**src/sv/disparity_to_depth_normalizer_assert.svh**
```systemverilog
// Assertion macros for the disparity-to-depth normalizer.
`ifndef DISPARITY_TO_DEPTH_NORMALIZER_ASSERT_SVH
`define DISPARITY_TO_DEPTH_NORMALIZER_ASSERT_SVH
// Implication checked on every clock edge outside reset.
`define D2D_ASSERT_IMP(lbl, clk, rstn, a, c) \
  lbl: assert property (@(posedge clk) disable iff (!rstn) (a) |-> (c)) \
    else $error("assertion failed");
// Next-cycle implication.
`define D2D_ASSERT_NXT(lbl, clk, rstn, a, c) \
  lbl: assert property (@(posedge clk) disable iff (!rstn) (a) |=> (c)) \
    else $error("assertion failed");
`endif

```
**src/sv/d2d_pkg.sv**
```systemverilog
// ----------------------------------------------------------------------------
// d2d_pkg
// Shared types and constants of the disparity-to-depth normalizer.
// ----------------------------------------------------------------------------
`default_nettype none
package d2d_pkg;
  localparam int unsigned SpanFixMm = 1000;
  localparam int unsigned QuotW     = 28;   // fb*16 width
  localparam int unsigned IdxNumW   = 27;   // 510*span-ish numerator width

  typedef struct packed {
    logic signed [15:0] disparity;
    logic               opcode;
    logic               end_of_frame;
  } in_beat_t;

  typedef struct packed {
    logic [7:0]  color_index;
    logic        pixel_valid;
    logic [15:0] depth_mm;
    logic [15:0] scale_near_mm;
    logic [16:0] scale_far_mm;
    logic        last_pixel;
  } out_beat_t;

  // controller -> datapath
  typedef struct packed {
    logic load;       // capture input beat, start depth divide
    logic step_div;   // one quotient bit of a divider
    logic conv_done;  // latch depth result, do statistics, set up index divide
    logic load_out;   // write output register
  } d2d_cmd_t;

  typedef struct packed {
    logic div_last;   // current divide finishes this cycle
    logic mapping;    // held beat is a mapping beat
  } d2d_sts_t;
endpackage
`default_nettype wire

```
**src/sv/disparity_to_depth_normalizer.sv**
```systemverilog
// Each result beat comes from two bit-serial divides (depth, then index) with
// 28-bit quotients through one shared restoring divider.
// The block takes no new beat until the current one is done; statistics beats
// skip the index divide and return no result beat.
// Reset: asynchronous active low; registers return to 100000 / 7000,
// scale to 0..1000, running min/max cleared.
// ----------------------------------------------------------------------------
// disparity_to_depth_normalizer
// Converts disparity to depth and maps it to an inverted 8-bit index.
// ----------------------------------------------------------------------------
`default_nettype none
module disparity_to_depth_normalizer import d2d_pkg::*; #(
  parameter int unsigned DEPTH_BITS = 16
) (
  input  wire logic       clk_i,
  input  wire logic       rst_ni,
  input  wire logic       in_valid_i,
  output logic            in_ready_o,
  input  wire in_beat_t   in_data_i,
  output logic            out_valid_o,
  input  wire logic       out_ready_i,
  output out_beat_t       out_data_o,
  input  wire logic       psel,
  input  wire logic       penable,
  input  wire logic       pwrite,
  input  wire logic [2:0] paddr,
  input  wire logic [31:0] pwdata,
  output logic [31:0]     prdata,
  output logic            pready
);
  localparam logic [2:0] AddrFb  = 3'd0;
  localparam logic [2:0] AddrMax = 3'd4;

  logic [23:0] fb_q;
  logic [15:0] maxd_q;
  d2d_cmd_t cmd;
  d2d_sts_t sts;

  assign pready = 1'b1;
  always_comb begin
    case (paddr)
      AddrFb:  prdata = {8'd0, fb_q};
      AddrMax: prdata = {16'd0, maxd_q};
      default: prdata = '0;
    endcase
  end

  // register writes land on the APB access cycle
  always_ff @(posedge clk_i or negedge rst_ni) begin
    if (!rst_ni) begin
      fb_q   <= 24'd100000;
      maxd_q <= 16'd7000;
    end else if (psel && penable && pwrite) begin
      if (paddr == AddrFb)  fb_q   <= pwdata[23:0];
      if (paddr == AddrMax) maxd_q <= pwdata[15:0];
    end
  end

  d2d_ctrl u_ctrl (
    .clk_i, .rst_ni, .in_valid_i, .in_ready_o, .out_valid_o, .out_ready_i,
    .sts_i(sts), .cmd_o(cmd)
  );

  d2d_datapath #(.DEPTH_BITS(DEPTH_BITS)) u_dp (
    .clk_i, .rst_ni, .focal_baseline_i(fb_q), .max_depth_mm_i(maxd_q),
    .in_i(in_data_i), .cmd_i(cmd), .sts_o(sts), .out_o(out_data_o)
  );
endmodule
`default_nettype wire

```
**src/sv/d2d_datapath.sv**
```systemverilog
// ----------------------------------------------------------------------------
// d2d_datapath
// Restoring divider shared by depth and index divides, statistics, output.
// ----------------------------------------------------------------------------
`default_nettype none
module d2d_datapath import d2d_pkg::*; #(
  parameter int unsigned DEPTH_BITS = 16
) (
  input  wire logic        clk_i,
  input  wire logic        rst_ni,
  input  wire logic [23:0] focal_baseline_i,
  input  wire logic [15:0] max_depth_mm_i,
  input  wire in_beat_t    in_i,
  input  wire d2d_cmd_t    cmd_i,
  output d2d_sts_t         sts_o,
  output out_beat_t        out_o
);
  localparam logic [DEPTH_BITS-1:0] AllOnes = {DEPTH_BITS{1'b1}};
  localparam int unsigned CntW = $clog2(QuotW + 1);

  in_beat_t             beat_q;
  logic [QuotW-1:0]     num_q, num_d;       // dividend shifting into quotient
  logic [QuotW-1:0]     rem_q, rem_d;
  logic [QuotW-1:0]     den_q;
  logic [CntW-1:0]      cnt_q;
  logic [15:0]          depth_q;
  logic                 valid_q;
  logic [DEPTH_BITS-1:0] rmin_q, rmax_q;
  logic                 seen_q;
  logic [15:0]          fmin_q;
  logic [16:0]          fmax_q;
  logic                 idx_zero_q;
  out_beat_t            out_q;

  // restoring division step
  logic [QuotW:0] trial;
  logic [QuotW:0] rsh;
  assign rsh   = {rem_q, num_q[QuotW-1]};
  assign trial = rsh - {1'b0, den_q};
  assign rem_d = trial[QuotW] ? rsh[QuotW-1:0] : trial[QuotW-1:0];
  assign num_d = {num_q[QuotW-2:0], ~trial[QuotW]};

  // depth check on quotient
  logic [DEPTH_BITS-1:0] limit;
  logic [QuotW-1:0] z;
  logic zvalid;
  assign limit = ({{(QuotW-16){1'b0}}, max_depth_mm_i} > QuotW'(AllOnes)) ?
                 AllOnes : DEPTH_BITS'(max_depth_mm_i);
  assign z = num_q;
  assign zvalid = (beat_q.disparity > 0) && (z != '0) &&
                  (z <= QuotW'(limit));

  // freeze values
  logic [16:0] nmin, nmax, fmin_w, fmax_w;
  logic [DEPTH_BITS-1:0] umin, umax;
  logic        s;
  always_comb begin
    s    = seen_q || zvalid;
    umin = (zvalid && DEPTH_BITS'(z) < rmin_q) ? DEPTH_BITS'(z) : rmin_q;
    umax = (zvalid && DEPTH_BITS'(z) > rmax_q) ? DEPTH_BITS'(z) : rmax_q;
    nmin = s ? 17'(umin) : '0;
    nmax = s ? 17'(umax) : '0;
    fmin_w = nmin;
    fmax_w = (nmax <= nmin) ? nmin + 17'(SpanFixMm) : nmax;
  end

  logic [16:0] span, diff;
  assign span = fmax_q - {1'b0, fmin_q};
  assign diff = fmax_q - 17'(z);

  assign sts_o.div_last = (cnt_q == CntW'(QuotW - 1));
  assign sts_o.mapping  = beat_q.opcode;
  assign out_o = out_q;

  always_ff @(posedge clk_i or negedge rst_ni) begin
    if (!rst_ni) begin
      rmin_q <= AllOnes;
      rmax_q <= '0;
      seen_q <= 1'b0;
      fmin_q <= '0;
      fmax_q <= 17'(SpanFixMm);
      cnt_q  <= '0;
    end else begin
      if (cmd_i.load) begin
        cnt_q   <= '0;
      end else if (cmd_i.step_div) begin
        cnt_q <= sts_o.div_last ? '0 : cnt_q + 1'b1;
      end
      if (cmd_i.conv_done) begin
        if (!beat_q.opcode) begin
          if (beat_q.end_of_frame) begin
            fmin_q <= fmin_w[15:0];
            fmax_q <= fmax_w;
            rmin_q <= AllOnes;
            rmax_q <= '0;
            seen_q <= 1'b0;
          end else begin
            rmin_q <= umin;
            rmax_q <= umax;
            seen_q <= s;
          end
        end
      end
    end
  end

  always_ff @(posedge clk_i) begin
    if (cmd_i.load) begin
      beat_q <= in_i;
      num_q  <= (in_i.disparity > 0) ? {focal_baseline_i, 4'b0} : '0;
      den_q  <= QuotW'(in_i.disparity[15:0]);
      rem_q  <= '0;
    end else if (cmd_i.step_div) begin
      num_q <= num_d;
      rem_q <= rem_d;
    end
    if (cmd_i.conv_done) begin
      depth_q    <= zvalid ? z[15:0] : '0;
      valid_q    <= zvalid;
      idx_zero_q <= (z >= QuotW'(fmax_q));
      // index = (510*diff + span) / (2*span)
      num_q <= QuotW'(IdxNumW'(diff) * IdxNumW'(510) + IdxNumW'(span));
      den_q <= QuotW'({span, 1'b0});
      rem_q <= '0;
    end
    if (cmd_i.load_out) begin
      out_q.color_index   <= (!valid_q || idx_zero_q) ? 8'd0 :
                             (num_q > QuotW'(255)) ? 8'd255 : num_q[7:0];
      out_q.pixel_valid   <= valid_q;
      out_q.depth_mm      <= depth_q;
      out_q.scale_near_mm <= fmin_q;
      out_q.scale_far_mm  <= fmax_q;
      out_q.last_pixel    <= beat_q.end_of_frame;
    end
  end

  `include "disparity_to_depth_normalizer_assert.svh"
  `D2D_ASSERT_IMP(a_span_pos, clk_i, rst_ni, 1'b1, fmax_q > {1'b0, fmin_q})
  `D2D_ASSERT_NXT(a_load_clr, clk_i, rst_ni, cmd_i.load, cnt_q == '0)
  `D2D_ASSERT_IMP(a_one_cmd, clk_i, rst_ni, 1'b1,
    $onehot0({cmd_i.load, cmd_i.step_div, cmd_i.conv_done, cmd_i.load_out}))
endmodule
`default_nettype wire

```
**src/sv/d2d_ctrl.sv**
```systemverilog
// ----------------------------------------------------------------------------
// d2d_ctrl
// Sequencer: accept, depth divide, stats/setup, then index divide and output for mapping beats.
// ----------------------------------------------------------------------------
`default_nettype none
module d2d_ctrl import d2d_pkg::*; (
  input  wire logic clk_i,
  input  wire logic rst_ni,
  input  wire logic in_valid_i,
  output logic      in_ready_o,
  output logic      out_valid_o,
  input  wire logic out_ready_i,
  input  wire d2d_sts_t sts_i,
  output d2d_cmd_t  cmd_o
);
  typedef enum logic [2:0] {
    S_IDLE, S_DIV1, S_POST, S_DIV2, S_OUT
  } state_e;
  state_e state_q;
  logic   ovalid_q;

  always_comb begin
    cmd_o = '0;
    in_ready_o = (state_q == S_IDLE);
    cmd_o.load = in_ready_o && in_valid_i;
    case (state_q)
      S_DIV1:  cmd_o.step_div = 1'b1;
      S_DIV2:  cmd_o.step_div = 1'b1;
      S_POST:  cmd_o.conv_done = 1'b1;
      S_OUT:   cmd_o.load_out = !ovalid_q || out_ready_i;
      default: ;
    endcase
  end
  assign out_valid_o = ovalid_q;

  always_ff @(posedge clk_i or negedge rst_ni) begin
    if (!rst_ni) begin
      state_q  <= S_IDLE;
      ovalid_q <= 1'b0;
    end else begin
      // a new result beat replaces the one taken at this edge
      if (cmd_o.load_out) ovalid_q <= 1'b1;
      else if (out_ready_i) ovalid_q <= 1'b0;
      case (state_q)
        S_IDLE: if (cmd_o.load) state_q <= S_DIV1;
        S_DIV1: if (sts_i.div_last) state_q <= S_POST;
        S_POST: state_q <= sts_i.mapping ? S_DIV2 : S_IDLE;
        S_DIV2: if (sts_i.div_last) state_q <= S_OUT;
        S_OUT: begin
          if (cmd_o.load_out) state_q <= S_IDLE;
        end
        default: state_q <= S_IDLE;
      endcase
    end
  end

  `include "disparity_to_depth_normalizer_assert.svh"
  `D2D_ASSERT_NXT(a_out_hold, clk_i, rst_ni, out_valid_o && !out_ready_i, out_valid_o)
  `D2D_ASSERT_NXT(a_out_set, clk_i, rst_ni, cmd_o.load_out, out_valid_o)
  `D2D_ASSERT_IMP(a_rdy_idle, clk_i, rst_ni, in_ready_o, !cmd_o.step_div)
endmodule
`default_nettype wire

```
**config.mk**
```make
export PLATFORM = sky130hd
export DESIGN_NAME = disparity_to_depth_normalizer
export DESIGN_NICKNAME = d
export VERILOG_FILES = /design/src/sv/d2d_pkg.sv /design/src/sv/disparity_to_depth_normalizer.sv /design/src/sv/d2d_datapath.sv /design/src/sv/d2d_ctrl.sv
export VERILOG_INCLUDE_DIRS = /design/src /design/src/sv
export SDC_FILE = /design/constraint.sdc
export NUM_CORES = 1
export LEC_CHECK = 0
export ABC_AREA = 1
export BUFFER_PORTS_ARGS = -buffer_cell sky130_fd_sc_hd__buf_4
export CORE_MARGIN = 1
export CORE_UTILIZATION = 55
export CTS_CLUSTER_SIZE = 24
export DETAILED_ROUTE_END_ITERATION = 10
export PLACE_DENSITY_LB_ADDON = 0.1
export REMOVE_ABC_BUFFERS = 1
export SYNTH_ARGS = -nofsm -noshare
export SYNTH_HDL_FRONTEND = slang
export SYNTH_SLANG_ARGS = --single-unit
```
**constraint.sdc**
```tcl
create_clock -name clk_i -period 7.7 [get_ports clk_i]
set_input_delay 1.155 -clock clk_i [delete_from_list [all_inputs] [get_ports clk_i]]
set_output_delay 1.155 -clock clk_i [all_outputs]
set_load 0.01 [all_outputs]
```
==> Word-level counts from Yosys, hierarchy flattened <==
Index checks and enable logic that the tools add are counted.
{ "totals": {"reg_bits": 284, "output_inout_bits": 94, "wordCells": 110} }
{ "op_classes": {"addsub": 6, "multipliers": 1, "n_lt_le_gt_ge": 8, "eq_ne": 10, "n_mux": 31, "bitwise_logic": 2, "n_reduce_logical": 26} }
{ "ops": {"columns": ["op", "n"], "rows": [
  ["two-way mux 28 bit", 5],
  ["two-way mux 16 bit", 6],
  ["case mux 24 bit (2 select lines)", 1],
  ["two-way mux 18 bit", 2],
  ["> comparator 16 x 1 -> 1 bit, second input constant", 2],
  ["subtractor 29 x 18 -> 29 bit", 1],
  [">= comparator 28 x 17 -> 1 bit", 1],
  ["> comparator 28 x 8 -> 1 bit, second input constant", 1],
  ["<= comparator 28 x 16 -> 1 bit", 1],
  ["nonzero test 28 bit", 1],
  ["adder 26 x 17 -> 27 bit", 1],
  ["multiplier 17 x 8 -> 25 bit, second input constant", 1],
  ["adder 17 x 10 -> 17 bit, second input constant", 1],
  ["<= comparator 17 bit", 1],
  ["two-way mux 17 bit", 1],
  ["subtractor 17 x 16 -> 17 bit", 1],
  ["subtractor 17 bit", 1],
  ["> comparator 16 bit", 1],
  ["less-than comparator 16 bit", 1],
  ["two-way mux 5 bit", 3],
  ["case mux 3 bit (5 select lines)", 1],
  ["two-way mux 3 bit", 4],
  ["two-way mux 8 bit", 1],
  ["logical AND 1 bit", 7],
  ["19 further kinds", 38]
]} }

==> Longest topological paths before layout <==
{ "logic_depth": {"word_depth": 8, "depth_mapped": 41, "depth_no_buf": 41} }

==> By module <==
Synthesis repeated with hierarchy kept, for this count alone.
{ "unflattened": {"cells_unflattened": 2609, "area_unflattened_um2": 21703.3} }
{ "by_module_without_submodules": {"columns": ["mod", "instances", "cells_per_inst", "area_per_inst_um2"], "rows": [
  ["d2d_datapath", 1, 2291, 19204.7],
  ["disparity_to_depth_normalizer", 1, 281, 2252.2],
  ["d2d_ctrl", 1, 37, 246.5]
]} }

==> Worst setup path after synthesis <==
No wires, ideal clock.
{ "synth_path": {"kind": "register -> register", "from": "register u_dp.fmax_q[0]", "to": "register u_dp.num_q[22], data pin", "arrival_time_ns": 6.956, "required_ns": 7.437, "slack_ns": 0.480, "stages_incl_launch_ff": 35, "period_less_slack_ns": 7.220, "path_cell_list": "dfrtp_1 -> inv_1 -> ha_1 -> inv_1 -> fa_1 -> a221o_1 -> a21oi_1 -> xor2_1 -> fa_1 -> fa_1 -> inv_1 -> fa_1 -> inv_1 -> fa_1 -> inv_1 -> ha_1 -> nand2_1 -> inv_1 -> a21oi_1 -> nand2_1 -> a31oi_1 -> o21ai_0 -> xor2_1 -> ha_1 -> nand2_1 -> nor2_1 -> nand4_1 -> o21ai_0 -> nand3_1 -> nand2_1 -> nand3_1 -> clkinv_1 -> nand2_1 -> nand3_1 -> nand3_1"} }
{ "synth_between": {"elab_chain_len": 4, "word_cells_on_any_way": 5, "classes_between": "3 x add/sub; 1 x mul; 1 x mux"} }
{ "synth_rtl": {"columns": ["element", "line", "source"], "rows": [
  ["start, declared", "d2d_datapath.sv:31", "logic [16:0] fmax_q;"],
  ["start signal, assigned", "d2d_datapath.sv:81", "fmax_q <= 17'(SpanFixMm);"],
  ["start signal, assigned", "d2d_datapath.sv:93", "fmax_q <= fmax_w;"],
  ["subtractor 17 bit", "d2d_datapath.sv:69", "assign diff = fmax_q - 17'(z);"],
  ["multiplier 17 x 8 -> 25 bit", "d2d_datapath.sv:122", "num_q <= QuotW'(IdxNumW'(diff) * IdxNumW'(510) + IdxNumW'(span));"],
  ["adder 26 x 17 -> 27 bit (*)", "d2d_datapath.sv:122", null],
  ["two-way mux 28 bit (*)", "d2d_datapath.sv:117", "if (cmd_i.conv_done) begin"],
  ["end signal, assigned", "d2d_datapath.sv:110", "num_q <= (in_i.disparity > 0) ? {focal_baseline_i, 4'b0} : '0;"],
  ["end signal, assigned", "d2d_datapath.sv:114", "num_q <= num_d;"],
  ["end signal, assigned", "d2d_datapath.sv:122", null],
  ["end, declared", "d2d_datapath.sv:22", "logic [QuotW-1:0] num_q, num_d;"]
]} }
Mark *: on every way between the ends. The rest lies on a longest branch, timed or not.
A chain may end at the register's enable or synchronous reset.

==> Worst setup path in the final report <==
{ "layout_path": {"from": "register u_dp.fmax_q[0]", "to": "register u_dp.num_q[23], data pin"} }
Same word-level chain as after synthesis.

==> impl_metrics.tcl <==
set metrics [dict create \
    synth_top_area_share_pct 19.93 \
    max_stage_delay_ns 0.55 \
    grt_pass1_wl_um 93350 \
    synth_seq_cells 284 \
    ant_nets 0 \
    design_area_mm2 0.02441 \
    dieArea_mm2 0.03913 \
    hp-start "u_dp.depth_q[5]$_SDFFCE_PN0P_" \
    critical_path_required_ns 8.06 \
    place_ws_ns 0.07007 \
    core_area_mm2 0.03767 \
    final-max-slew-violation-count 0 \
    drt_iter0_drc 1417 \
    rows 71 \
    antenna_found_initial 1 \
    drt_pass1_iterations 6 \
    die_w_um 197.8 \
    grt_pass1_vias 17272 \
    clk_latency_ns 0.62 \
    overflow 0 \
    skew_ns 0.02614 \
    final_hold_viol_count 0 \
    cp_max_fo 4 \
    grt_max_degree 78 \
    hold_path_class "reg2reg" \
    die-height_um 197.8 \
    synth_area_per_cell_um2 8.426 \
    finalSetupViolCount 0 \
    fin_crit_ns 7.348 \
    yosys-top-cells-area "edfxtp_1 20%, ha_1 12%, dfrtp_1 9.5%, inv_1 8.1%, nand2_1 7.9%" \
    crit_start "u_dp.fmax_q[0]$_DFFE_PN0P_" \
    routedWlPerCell_um 18.55 \
    cts_made_buffers 31 \
    max-clock-path-buffers 3 \
    cp_slowest_cell "fa_1" \
    synth_commonest_cells "455 x inv_1, 443 x nand2_1, 200 x ha_1" \
    worst_pin_slew_ns 1.126 \
    ys_types 67 \
    whs_ns 0.4200 \
    final_nets 3033 \
    synth_most_common_cell "inv_1" \
    synth_edf_count 140 \
    cp-end-kind "register" \
    cp_common_cell "inv_1" \
    finalCritPeriodShare_pct 95.43 \
    io_pins 154 \
    crit_type "reg2reg" \
    fin_ws_ns 0.3520 \
    antenna_cells_inserted 0 \
    h-tree-depth 1 \
    hold_buffers 0 \
    synth_top_area_cell "edfxtp_1" \
    max_slew_margin_pct 24.85 \
    synthArstFlopShare_pct 40.49 \
    drc 0 \
    ys.flop_type "edfxtp_1" \
    cts.clk_slew.worst_paths_ns 0.06 \
    drive_gt1_share_pct 16.61 \
    vias 17930 \
    ys_warn_count 0 \
    r2r_start "u_dp.fmax_q[0]$_DFFE_PN0P_" \
    portBuffers 136 \
    outcome "complete, no violations" \
    n_fill_cell 3275 \
    finalWeightedCongestion 0.9309 \
    dp_hpwl_um 46170 \
    seq_area_mm2 0.007706 \
    multi_input_comb_area_mm2 0.01151 \
    routed_wl_um 60070 \
    postLayoutCoreUtil_pct 64.81 \
    maxCapViolCount 0 \
    crit_arrival_ns 7.71 \
    syn-cell-area_mm2 0.02109 \
    placed_area_mm2 0.02306 \
    cts_sinks 284 \
    initial_core_util_pct 56.00 \
    max_freq_ghz 0.1361 \
    cp-start-kind "register" \
    grtUsageTotal_pct 31.18 \
    clockRootBuffer "clkbuf_16" \
    syn_to_final_growth_pct 15.73 \
    vias_per_cell 5.537 \
    synth-seq-area-share_pct 36.54 \
    cts_tree "built" \
    syn_inst 2503 \
]
## final timing paths
kind | to | slack (ns) | cells after the start
max | u_dp.num_q[23]$_DFFE_PP_ | 0.35 | 38
max in group asynchronous | u_ctrl.state_q[0]$_DFFE_PN0P_ | 5.71 | 2
min in group asynchronous | u_dp.rmax_q[14]$_DFFE_PN0P_ | 0.52 | 1
min reg2reg | u_dp.out_o[39]$_DFFE_PP_ | 0.42 | 0
max reg2reg | u_dp.num_q[23]$_DFFE_PP_ | 0.35 | 38
min | u_dp.out_o[39]$_DFFE_PP_ | 0.42 | 0
## layout by cell type (no fill, tap or decap), drive strengths merged, types with 8 or more instances in the layout
| cell | n |
|---|---|
| edfxtp | 140 |
| conb | 9 |
| clkbuf | 40 |
| a31oi | 8 |
| dfrtp | 80 |
| nor4 | 8 |
| nand2 | 466 |
| nor2 | 163 |
| o21ai | 188 |
| ha | 200 |
| fa | 71 |
| nand3 | 89 |
| nor3 | 22 |
| o22ai | 50 |
| dfstp | 35 |
| buf | 221 |
| xor2 | 60 |
| inv | 485 |
| o21bai | 9 |
| o211ai | 28 |
| a21oi | 165 |
| nand4 | 39 |
| or2 | 17 |
| o221ai | 17 |
| xnor2 | 22 |
| dfxtp | 29 |
## layout make-up
type,count,share of cell area (%)
multi-input cells,1680,47.14
flip-flops and latches,284,31.57
inverters,484,7.453
repair buffers,221,6.797
clock buffers,40,3.521
well taps,511,2.619
clock inverters,18,0.8970
## flip-flops by register name, indices dropped and copies added, names as in the netlist, 3 cells and up
signal / count
u_dp.depth_q: 16
fb_q: 24
u_dp.out_o: 59
u_dp.den_q: 18
u_ctrl.state_q: 3
u_dp.beat_q: 17
u_dp.fmax_q: 17
u_dp.fmin_q: 16
u_dp.rmin_q: 16
u_dp.cnt_q: 5
u_dp.rem_q: 28
u_dp.num_q: 28
u_dp.rmax_q: 16
maxd_q: 16
## metal layers
metal | GRT usage, % | wire length, um
met2 | 50.14 | 27480
met1 | 42.31 | 26190
met3 | 5.706 | 4348
met4 | 10.68 | 2043
met5 | 0 | 8
## stage by stage
step                      cells  TNS [ns]
after floorplan            2448         0
after global placement     3172         0
after global routing       3238   -0.2614
after detailed placement   3172         0
final                      3238         0
after CTS                  3230         0
## worst max-delay path, delay by kind of cell, from the launching register on
| kind | cells | cell delay, ns |
|---|---|---|
| XOR/XNOR | 2 | 0.36 |
| buffers and inverters | 10 | 0.77 |
| adder cells (fa/ha/maj) | 8 | 3.34 |
| AO/OA/AOI/OAI | 6 | 1.05 |
| flip-flops | 1 | 0.38 |
| AND/OR/NAND/NOR | 12 | 1.21 |
## cells by family after synthesis
family          after synthesis  synth area share, %
compound gates              509                14.17
xor+xnor                     82                3.441
fa+ha+maj                   271                18.60
buf+inv                     546                10.12
flops                       284                36.54
other cells                   2              0.03561
simple gates                809                17.10
## repair_timing
action / in CTS / in global routing
endpoints found under the setup margin: 0 / 12
buffers inserted: 0 / 8
hold endpoints to repair: 0 / 0
resized for setup: 0 / 53
Power is not shown: default switching activity piles up to over one toggle a cycle in this logic, so the estimate is an artifact.
